[src/sv/hsd_pkg.sv]
`default_nettype none

package hsd_pkg;

  localparam int unsigned DataW = 32;

  // One item on the load side
  typedef struct packed {
    logic signed [DataW-1:0] value;
    logic                    last_in;
  } in_item_t;

  // One item of the sorted run
  typedef struct packed {
    logic signed [DataW-1:0] sorted_value;
    logic                    last_out;
    logic                    overflow;
  } out_item_t;

endpackage

`default_nettype wire

[src/sv/heap_sort_descending_unit.sv]
// Descending heap sorter. Items are loaded one per cycle while in_stall_o is low.
// Up to MAX_ITEMS items are kept, and any item beyond that is dropped. The item
// with last_in set starts the sort. The buffer is turned into a min-heap
// bottom-up, and then the root is repeatedly moved to the end of the shrinking
// heap. The run then comes out largest first. The final item of the run has
// last_out set, and overflow is set on every item of a run that lost items.
// Every step of the sort goes through one buffer memory. It has two synchronous
// read ports and one write port. A sift visits each heap level in StStep, which
// reads both children, and then in StCmp, which compares and writes back. Moving
// the root to the end goes through StNext, which reads the root and the tail,
// and StSwap. An emitted item is read from the buffer and then registered.
// While the sort and the emit are running, in_stall_o is high. The next load can
// begin while the final result still sits in the output register.
`default_nettype none

module heap_sort_descending_unit import hsd_pkg::*; #(
  parameter int unsigned MAX_ITEMS = 64
) (
  input  wire logic      clk_i,
  input  wire logic      rst_ni,
  input  wire logic      in_valid_i,
  output logic           in_stall_o,
  input  wire in_item_t  in_item_i,
  output logic           out_valid_o,
  input  wire logic      out_stall_i,
  output out_item_t      out_item_o
);

  localparam int unsigned AW = $clog2(MAX_ITEMS);
  localparam int unsigned CW = $clog2(MAX_ITEMS + 1);
  localparam int unsigned KW = AW + 1;

  localparam logic [2:0] StLoad  = 3'd0;
  localparam logic [2:0] StFetch = 3'd1;
  localparam logic [2:0] StStep  = 3'd2;
  localparam logic [2:0] StCmp   = 3'd3;
  localparam logic [2:0] StNext  = 3'd4;
  localparam logic [2:0] StSwap  = 3'd5;
  localparam logic [2:0] StEmit  = 3'd6;

  // Buffer memory
  logic signed [DataW-1:0] mem [MAX_ITEMS];

  logic [2:0]              state_q, state_d;
  logic [CW-1:0]           count_q, count_d;
  logic                    drop_q, drop_d;
  logic [CW-1:0]           len_q, len_d;
  logic [AW-1:0]           node_q, node_d;
  logic [AW-1:0]           idx_q, idx_d;
  logic [AW-1:0]           end_q, end_d;
  logic                    build_q, build_d;
  logic [AW-1:0]           k_q, k_d;
  logic                    pend_q, pend_d;
  logic                    out_valid_q, out_valid_d;
  out_item_t               out_item_q, out_item_d;
  logic signed [DataW-1:0] x_q, x_d;
  logic signed [DataW-1:0] ra_q, rb_q;

  logic                    rd_a_en, rd_b_en, wr_en;
  logic [AW-1:0]           rd_a_addr, rd_b_addr, wr_addr;
  logic signed [DataW-1:0] wr_data;

  logic [KW-1:0]           kid_l, kid_r, len_k;
  logic                    has_r, pick_right;
  logic signed [DataW-1:0] pick_val;
  logic [AW-1:0]           pick_addr;
  logic                    full;
  logic [CW-1:0]           n_load, half;
  logic                    in_acc, out_free, emit_last;

  // Child addresses and the smaller child
  assign kid_l      = {node_q, 1'b1};
  assign kid_r      = kid_l + KW'(1);
  assign len_k      = KW'(len_q);
  assign has_r      = kid_r < len_k;
  assign pick_right = has_r && !(ra_q < rb_q);
  assign pick_val   = pick_right ? rb_q : ra_q;
  assign pick_addr  = pick_right ? kid_r[AW-1:0] : kid_l[AW-1:0];

  assign full      = count_q == CW'(MAX_ITEMS);
  assign n_load    = full ? count_q : count_q + CW'(1);
  assign half      = n_load >> 1;
  assign in_acc    = in_valid_i && !in_stall_o;
  assign out_free  = !out_valid_q || !out_stall_i;
  assign emit_last = k_q == AW'(count_q - CW'(1));

  assign in_stall_o  = state_q != StLoad;
  assign out_valid_o = out_valid_q;
  assign out_item_o  = out_item_q;

  // Sequence load, heap build, extraction and emit
  always_comb begin
    state_d     = state_q;
    count_d     = count_q;
    drop_d      = drop_q;
    len_d       = len_q;
    node_d      = node_q;
    idx_d       = idx_q;
    end_d       = end_q;
    build_d     = build_q;
    k_d         = k_q;
    pend_d      = pend_q;
    x_d         = x_q;
    out_valid_d = out_valid_q && out_stall_i;
    out_item_d  = out_item_q;
    rd_a_en     = 1'b0;
    rd_a_addr   = '0;
    rd_b_en     = 1'b0;
    rd_b_addr   = '0;
    wr_en       = 1'b0;
    wr_addr     = '0;
    wr_data     = '0;

    unique case (state_q)
      StLoad: begin
        if (in_acc) begin
          if (full) begin
            drop_d = 1'b1;
          end else begin
            wr_en   = 1'b1;
            wr_addr = count_q[AW-1:0];
            wr_data = in_item_i.value;
          end
          count_d = n_load;
          if (in_item_i.last_in) begin
            len_d = n_load;
            k_d   = '0;
            if (n_load < CW'(2)) begin
              state_d = StEmit;
            end else begin
              build_d   = 1'b1;
              idx_d     = AW'(half - CW'(1));
              node_d    = AW'(half - CW'(1));
              rd_a_en   = 1'b1;
              rd_a_addr = AW'(half - CW'(1));
              state_d   = StFetch;
            end
          end
        end
      end
      StFetch: begin
        x_d     = ra_q;
        state_d = StStep;
      end
      StStep: begin
        if (kid_l < len_k) begin
          rd_a_en   = 1'b1;
          rd_a_addr = kid_l[AW-1:0];
          rd_b_en   = 1'b1;
          rd_b_addr = kid_r[AW-1:0];
          state_d   = StCmp;
        end else begin
          wr_en   = 1'b1;
          wr_addr = node_q;
          wr_data = x_q;
          state_d = StNext;
        end
      end
      StCmp: begin
        wr_en   = 1'b1;
        wr_addr = node_q;
        if (x_q > pick_val) begin
          wr_data = pick_val;
          node_d  = pick_addr;
          state_d = StStep;
        end else begin
          wr_data = x_q;
          state_d = StNext;
        end
      end
      StNext: begin
        if (build_q) begin
          if (idx_q == '0) begin
            build_d = 1'b0;
            end_d   = AW'(len_q - CW'(1));
          end else begin
            idx_d     = idx_q - AW'(1);
            node_d    = idx_q - AW'(1);
            rd_a_en   = 1'b1;
            rd_a_addr = idx_q - AW'(1);
            state_d   = StFetch;
          end
        end else if (end_q == '0) begin
          state_d = StEmit;
        end else begin
          rd_a_en   = 1'b1;
          rd_a_addr = '0;
          rd_b_en   = 1'b1;
          rd_b_addr = end_q;
          state_d   = StSwap;
        end
      end
      StSwap: begin
        // Move the root to the end and sift the old tail from the root
        wr_en   = 1'b1;
        wr_addr = end_q;
        wr_data = ra_q;
        x_d     = rb_q;
        node_d  = '0;
        len_d   = CW'(end_q);
        end_d   = end_q - AW'(1);
        state_d = StStep;
      end
      StEmit: begin
        if (pend_q) begin
          pend_d      = 1'b0;
          out_valid_d = 1'b1;
          out_item_d  = '{sorted_value: ra_q, last_out: emit_last, overflow: drop_q};
          if (emit_last) begin
            count_d = '0;
            drop_d  = 1'b0;
            k_d     = '0;
            state_d = StLoad;
          end else begin
            k_d = k_q + AW'(1);
          end
        end else if (out_free) begin
          rd_a_en   = 1'b1;
          rd_a_addr = k_q;
          pend_d    = 1'b1;
        end
      end
      default: begin
        state_d = StLoad;
      end
    endcase
  end

  // Hold control state
  always_ff @(posedge clk_i or negedge rst_ni) begin
    if (!rst_ni) begin
      state_q     <= StLoad;
      count_q     <= '0;
      drop_q      <= 1'b0;
      len_q       <= '0;
      node_q      <= '0;
      idx_q       <= '0;
      end_q       <= '0;
      build_q     <= 1'b0;
      k_q         <= '0;
      pend_q      <= 1'b0;
      out_valid_q <= 1'b0;
    end else begin
      state_q     <= state_d;
      count_q     <= count_d;
      drop_q      <= drop_d;
      len_q       <= len_d;
      node_q      <= node_d;
      idx_q       <= idx_d;
      end_q       <= end_d;
      build_q     <= build_d;
      k_q         <= k_d;
      pend_q      <= pend_d;
      out_valid_q <= out_valid_d;
    end
  end

  // Hold payload
  always_ff @(posedge clk_i) begin
    x_q        <= x_d;
    out_item_q <= out_item_d;
  end

  // Buffer memory: one write port, two registered read ports
  always_ff @(posedge clk_i) begin
    if (wr_en) begin
      mem[wr_addr] <= wr_data;
    end
    if (rd_a_en) begin
      ra_q <= mem[rd_a_addr];
    end
    if (rd_b_en) begin
      rb_q <= mem[rd_b_addr];
    end
  end

  // Never count past capacity
  a_count_bound: assert property (@(posedge clk_i) disable iff (!rst_ni)
    count_q <= CW'(MAX_ITEMS))
    else $error("item count exceeds capacity");

  // A read for output finds the output register free
  a_emit_free: assert property (@(posedge clk_i) disable iff (!rst_ni)
    pend_q |-> !out_valid_q)
    else $error("output register overwritten");

  // A sift step stays inside the heap
  a_node_in_heap: assert property (@(posedge clk_i) disable iff (!rst_ni)
    (state_q == StStep || state_q == StCmp) |-> CW'(node_q) < len_q)
    else $error("sift node outside heap");

  // The last item of a set stops the load
  a_last_starts: assert property (@(posedge clk_i) disable iff (!rst_ni)
    (in_acc && in_item_i.last_in) |=> in_stall_o)
    else $error("sort did not start");

endmodule

`default_nettype wire

[config.mk]
export PLATFORM = sky130hd
export DESIGN_NAME = heap_sort_descending_unit
export DESIGN_NICKNAME = d
export VERILOG_FILES = /design/src/sv/hsd_pkg.sv /design/src/sv/heap_sort_descending_unit.sv
export SDC_FILE = /design/constraint.sdc
export NUM_CORES = 2
export LEC_CHECK = 0
export ABC_AREA = 1
export ABC_CLOCK_PERIOD_IN_PS = 9000
export BUFFER_PORTS_ARGS = -buffer_cell sky130_fd_sc_hd__buf_2
export CAP_MARGIN = 20
export CORE_MARGIN = 10
export CORE_UTILIZATION = 38
export DETAILED_ROUTE_END_ITERATION = 6
export HOLD_SLACK_MARGIN = 0.15
export PLACE_DENSITY_LB_ADDON = 0.15
export SYNTH_ARGS = -nofsm -noshare
export SYNTH_HDL_FRONTEND = slang
export SYNTH_SLANG_ARGS = --single-unit
[constraint.sdc]
create_clock -name clk_i -period 9 [get_ports clk_i]
set_input_delay 0.9 -clock clk_i [delete_from_list [all_inputs] [get_ports clk_i]]
set_output_delay 0.9 -clock clk_i [all_outputs]
set_load 0.02 [all_outputs]
==> results.txt <==
Synth Area in Simple Gates = 26.3%
Root buffer cell = clkbuf_16
FF-to-FF End = mem[31][5]$_DFFE_PP_
CTS Buffer Depth = 4
Number of synthesized register bits = 2223
Initial antenna violation count = 15
Worst slack at placement = 1520 ps
Top cells by area, synth = edfxtp_1 54%, nand3_1 16%, nand2_1 9.2%
Final WL = 462000 um
Vias per cell = 5.64
DRT antenna net count = 0
Max cap viols = 0
Max Clk Rate = 0.135 GHz
First-pass detailed-route iteration total = 7
GRT Total Usage = 26.1%
Vias in the first global route = 93900
Avg WL per Cell = 25.8 um
Area grow syn2layout = 10.3%
Final Net Count = 13700
Area share of fa/ha/maj cells after synthesis = 0.871%
CP Capture Type = flop
Rel. slew slack = 15.3%
Clk Latency, worst-skew pair = 880 ps
Register-to-register setup slack = 1600 ps
PortBufs = 72
Failing checks = design-rule violations
Period utilization = 82.2%
CTS buffer count = 267
Hold WC Path Type = in2reg
Asr flop ratio synth = 2.02%
Kind of critical path = reg2reg
Core box area = 0.315 mm2
Reg2Reg Launch Point = node_q[2]$_DFFE_PN0P_
FILL cells = 30900
Critical Path AT = 7930 ps
Fin. Hold Viols = 0
R2r worst-path depth = 27
Synth cell count leaders = 3892 x nand3_1, 2964 x nand2_1, 2198 x inv_1
Setup Skew = 48.5 ps
WHS Path Cells = 3
VDD IR max = 0.000441 V
CP Launch Type = flop
Final setup margin = 1600 ps
# rows = 206
Required time of the critical path = 9540 ps
I/O pins = 73
Largest net degree at the start of global routing = 225
Outcome = complete, but fails checks
HPWL Detailed = 245000 um
Post-cts resize count = 0
Ys Warns = 0
Number of flops mapped to enable cells by yosys = 2178
Mux contribution to synthesized area = 0%
DIE WIDTH = 583 um
Unrepaired setup endpoints after global routing = no
Via Count = 101000
Hold EP = out_valid_o$_DFF_PN0_
Yosys cell types = 48
Grt total ovfl = 0
Compound-Gate Fraction of Synth Area = 6.80%
H-Tree Depth = 5
XOR/XNOR share of the synthesized area = 0.174%
Post-placement cell count = 17400
DIE AREA = 0.340 mm2
First-pass GRT wire length = 666000 um
Cells after synthesis = 14000
Most common cell in the synthesized netlist = nand3_1
Initial Utilization = 38.2%
Period minus WS final = 7400 ps
Setup-failing EPs final = 0
Post-synth top area share = 54.2%
Final Slew Violations = 0
Crit Path Max Fanout = 64
Register area = 0.0665 mm2
Measured slew at the worst slew-check pin = 1270 ps
Min-delay src = out_stall_i
Gpl congestion = 0.892
Main combinational cell family by area after synthesis = simple AND/OR/NAND/NOR gates
DRC = 1
Clk slew on worst S/H paths = 60 ps
PwrDens = 366 mW/mm2
Area of the multi-input gates = 0.0421 mm2
Register area share after synthesis = 55.1%
Sink Count = 2223
Area leader, netlist = edfxtp_1
Synth Net Count = 14100
Pleak = 57.3 nW
Avg Cell Area, Syn = 8.62 um2
Die H = 583 um
Synth Cell Area = 0.121 mm2
Starting DRT DRC Count = 11800
Share of layout cells above drive strength 1 = 5.87%
Non-filler cells, final = 17900
Fin Setup TNS = 0 ps
Main synth FF type = edfxtp_1
CTS tree = done
-- through the flow --
| step | util [%] | area [um2] | total power [mW] | hold WS [ps] |
|---|---|---|---|---|
| global placement | 39.6 | 125000 | 38.0 | 452 |
| detailed placement | 39.6 | 125000 | 37.9 | 445 |
| floorplan | - | 121000 | 27.8 | 425 |
| global route | 42.2 | 133000 | 51.0 | 324 |
| CTS | 42.2 | 133000 | 48.3 | 270 |
| finish | 42.2 | 133000 | 48.7 | 318 |
-- cell usage in the layout, fill, tap and decap left out, types with 9 or more instances in the layout --
| cell type | Yosys | final |
|---|---|---|
| o21ai_0 | 711 | 686 |
| diode_2 | 0 | 9 |
| edfxtp_1 | 2178 | 2178 |
| nand4_1 | 22 | 22 |
| nand2_1 | 2964 | 2963 |
| buf_2 | 557 | 72 |
| dfrtp_1 | 45 | 45 |
| clkbuf_16 | 0 | 282 |
| ha_1 | 84 | 84 |
| o21a_1 | 35 | 35 |
| clkinv_1 | 0 | 50 |
| clkinv_2 | 0 | 44 |
| nor2_4 | 5 | 71 |
| o21ai_4 | 0 | 25 |
| nor2_1 | 145 | 78 |
| bufinv_16 | 0 | 9 |
| nand3b_1 | 12 | 12 |
| a21oi_1 | 85 | 85 |
| buf_4 | 23 | 198 |
| clkbuf_1 | 361 | 70 |
| inv_1 | 2198 | 2192 |
| xor2_1 | 18 | 18 |
| o211ai_1 | 484 | 484 |
| nand3_1 | 3892 | 3889 |
| buf_12 | 0 | 50 |
-- area by class of cell --
type	instances	share of cell area, %
Tap cell	4160	3.91
Sequential cell	2223	50.0
Clock buffer	354	5.52
Antenna cell	9	0.0169
Multi-Input combinational cell	8540	31.6
Timing Repair Buffer	322	2.15
Inverter	2207	6.26
Clock inverter	113	0.575
-- layer usage --
layer	GRT usage, %	routed length, um
met4	9.25	17200
met2	40.7	204000
met5	0	36
met1	36.2	195000
met3	5.14	45300
-- cells by family (layout without fill, tap and decap cells) --
kind of cell	Yosys count	in the layout
AO/OA/AOI/OAI	1359	1359
adder cells (fa/ha/maj)	84	84
buffers and inverters	3233	2996
AND/OR/NAND/NOR	7073	7073
other	0	9
flip-flops	2223	2223
XOR/XNOR	24	24
-- worst max-delay path, stage by stage, from the launching register on --
cell       delay, ps
dfrtp_1          500
nand3_1          190
xor2_1           400
inv_1             90
ha_1             300
a21oi_1          140
nor2_1            60
a2111oi_1        640
clkbuf_2         270
nand3_2          420
buf_12           370
o21ai_0          410
ha_1             330
a21oi_1          140
o21ai_0          100
nand2_1           60
nand3_1          110
nand2_1          110
nand2_1           50
nor2_1           150
nand3_1          120
nand3_1          100
nand2_1           80
nand2_1          660
buf_4            320
a21oi_1          120
o21ai_4           90
buf_4            560
-- timing repair --
item / in CTS / in global routing
endpoints found under the setup margin: 0 / 0
buffers inserted: 0 / 0
hold buffers: 1 / 0
hold endpoints to repair: 5 / 0
-- state kept, by name, indices dropped and copies added, names as in the netlist, 7 cells and up --
signal / flops
count_q: 7
ra_q: 32
out_item_o: 34
rb_q: 32
mem: 2048
len_k: 7
x_q: 32
-- power by group --
part	internal (mW)	switching, mW	leakage, nW
logic	5.41	18.1	32.8
registers	14.4	0.382	20.6
clock network	5.99	4.41	3.98
-- how the worst max path moves through the flow --
stage | start | end | slack [ps] | cells past startpoint
after CTS | node_q[2]$_DFFE_PN0P_ | mem[30][8]$_DFFE_PP_ | 1460 | 26
final | node_q[2]$_DFFE_PN0P_ | mem[31][5]$_DFFE_PP_ | 1600 | 27
after global placement | node_q[2]$_DFFE_PN0P_ | mem[31][8]$_DFFE_PP_ | 1450 | 26
after detailed placement | node_q[2]$_DFFE_PN0P_ | mem[31][8]$_DFFE_PP_ | 1520 | 26
after floorplan | node_q[0]$_DFFE_PN0P_ | mem[0][13]$_DFFE_PP_ | 1620 | 21
after global routing | node_q[2]$_DFFE_PN0P_ | mem[23][8]$_DFFE_PP_ | 1180 | 25
Power figures use the tool's default switching activity.
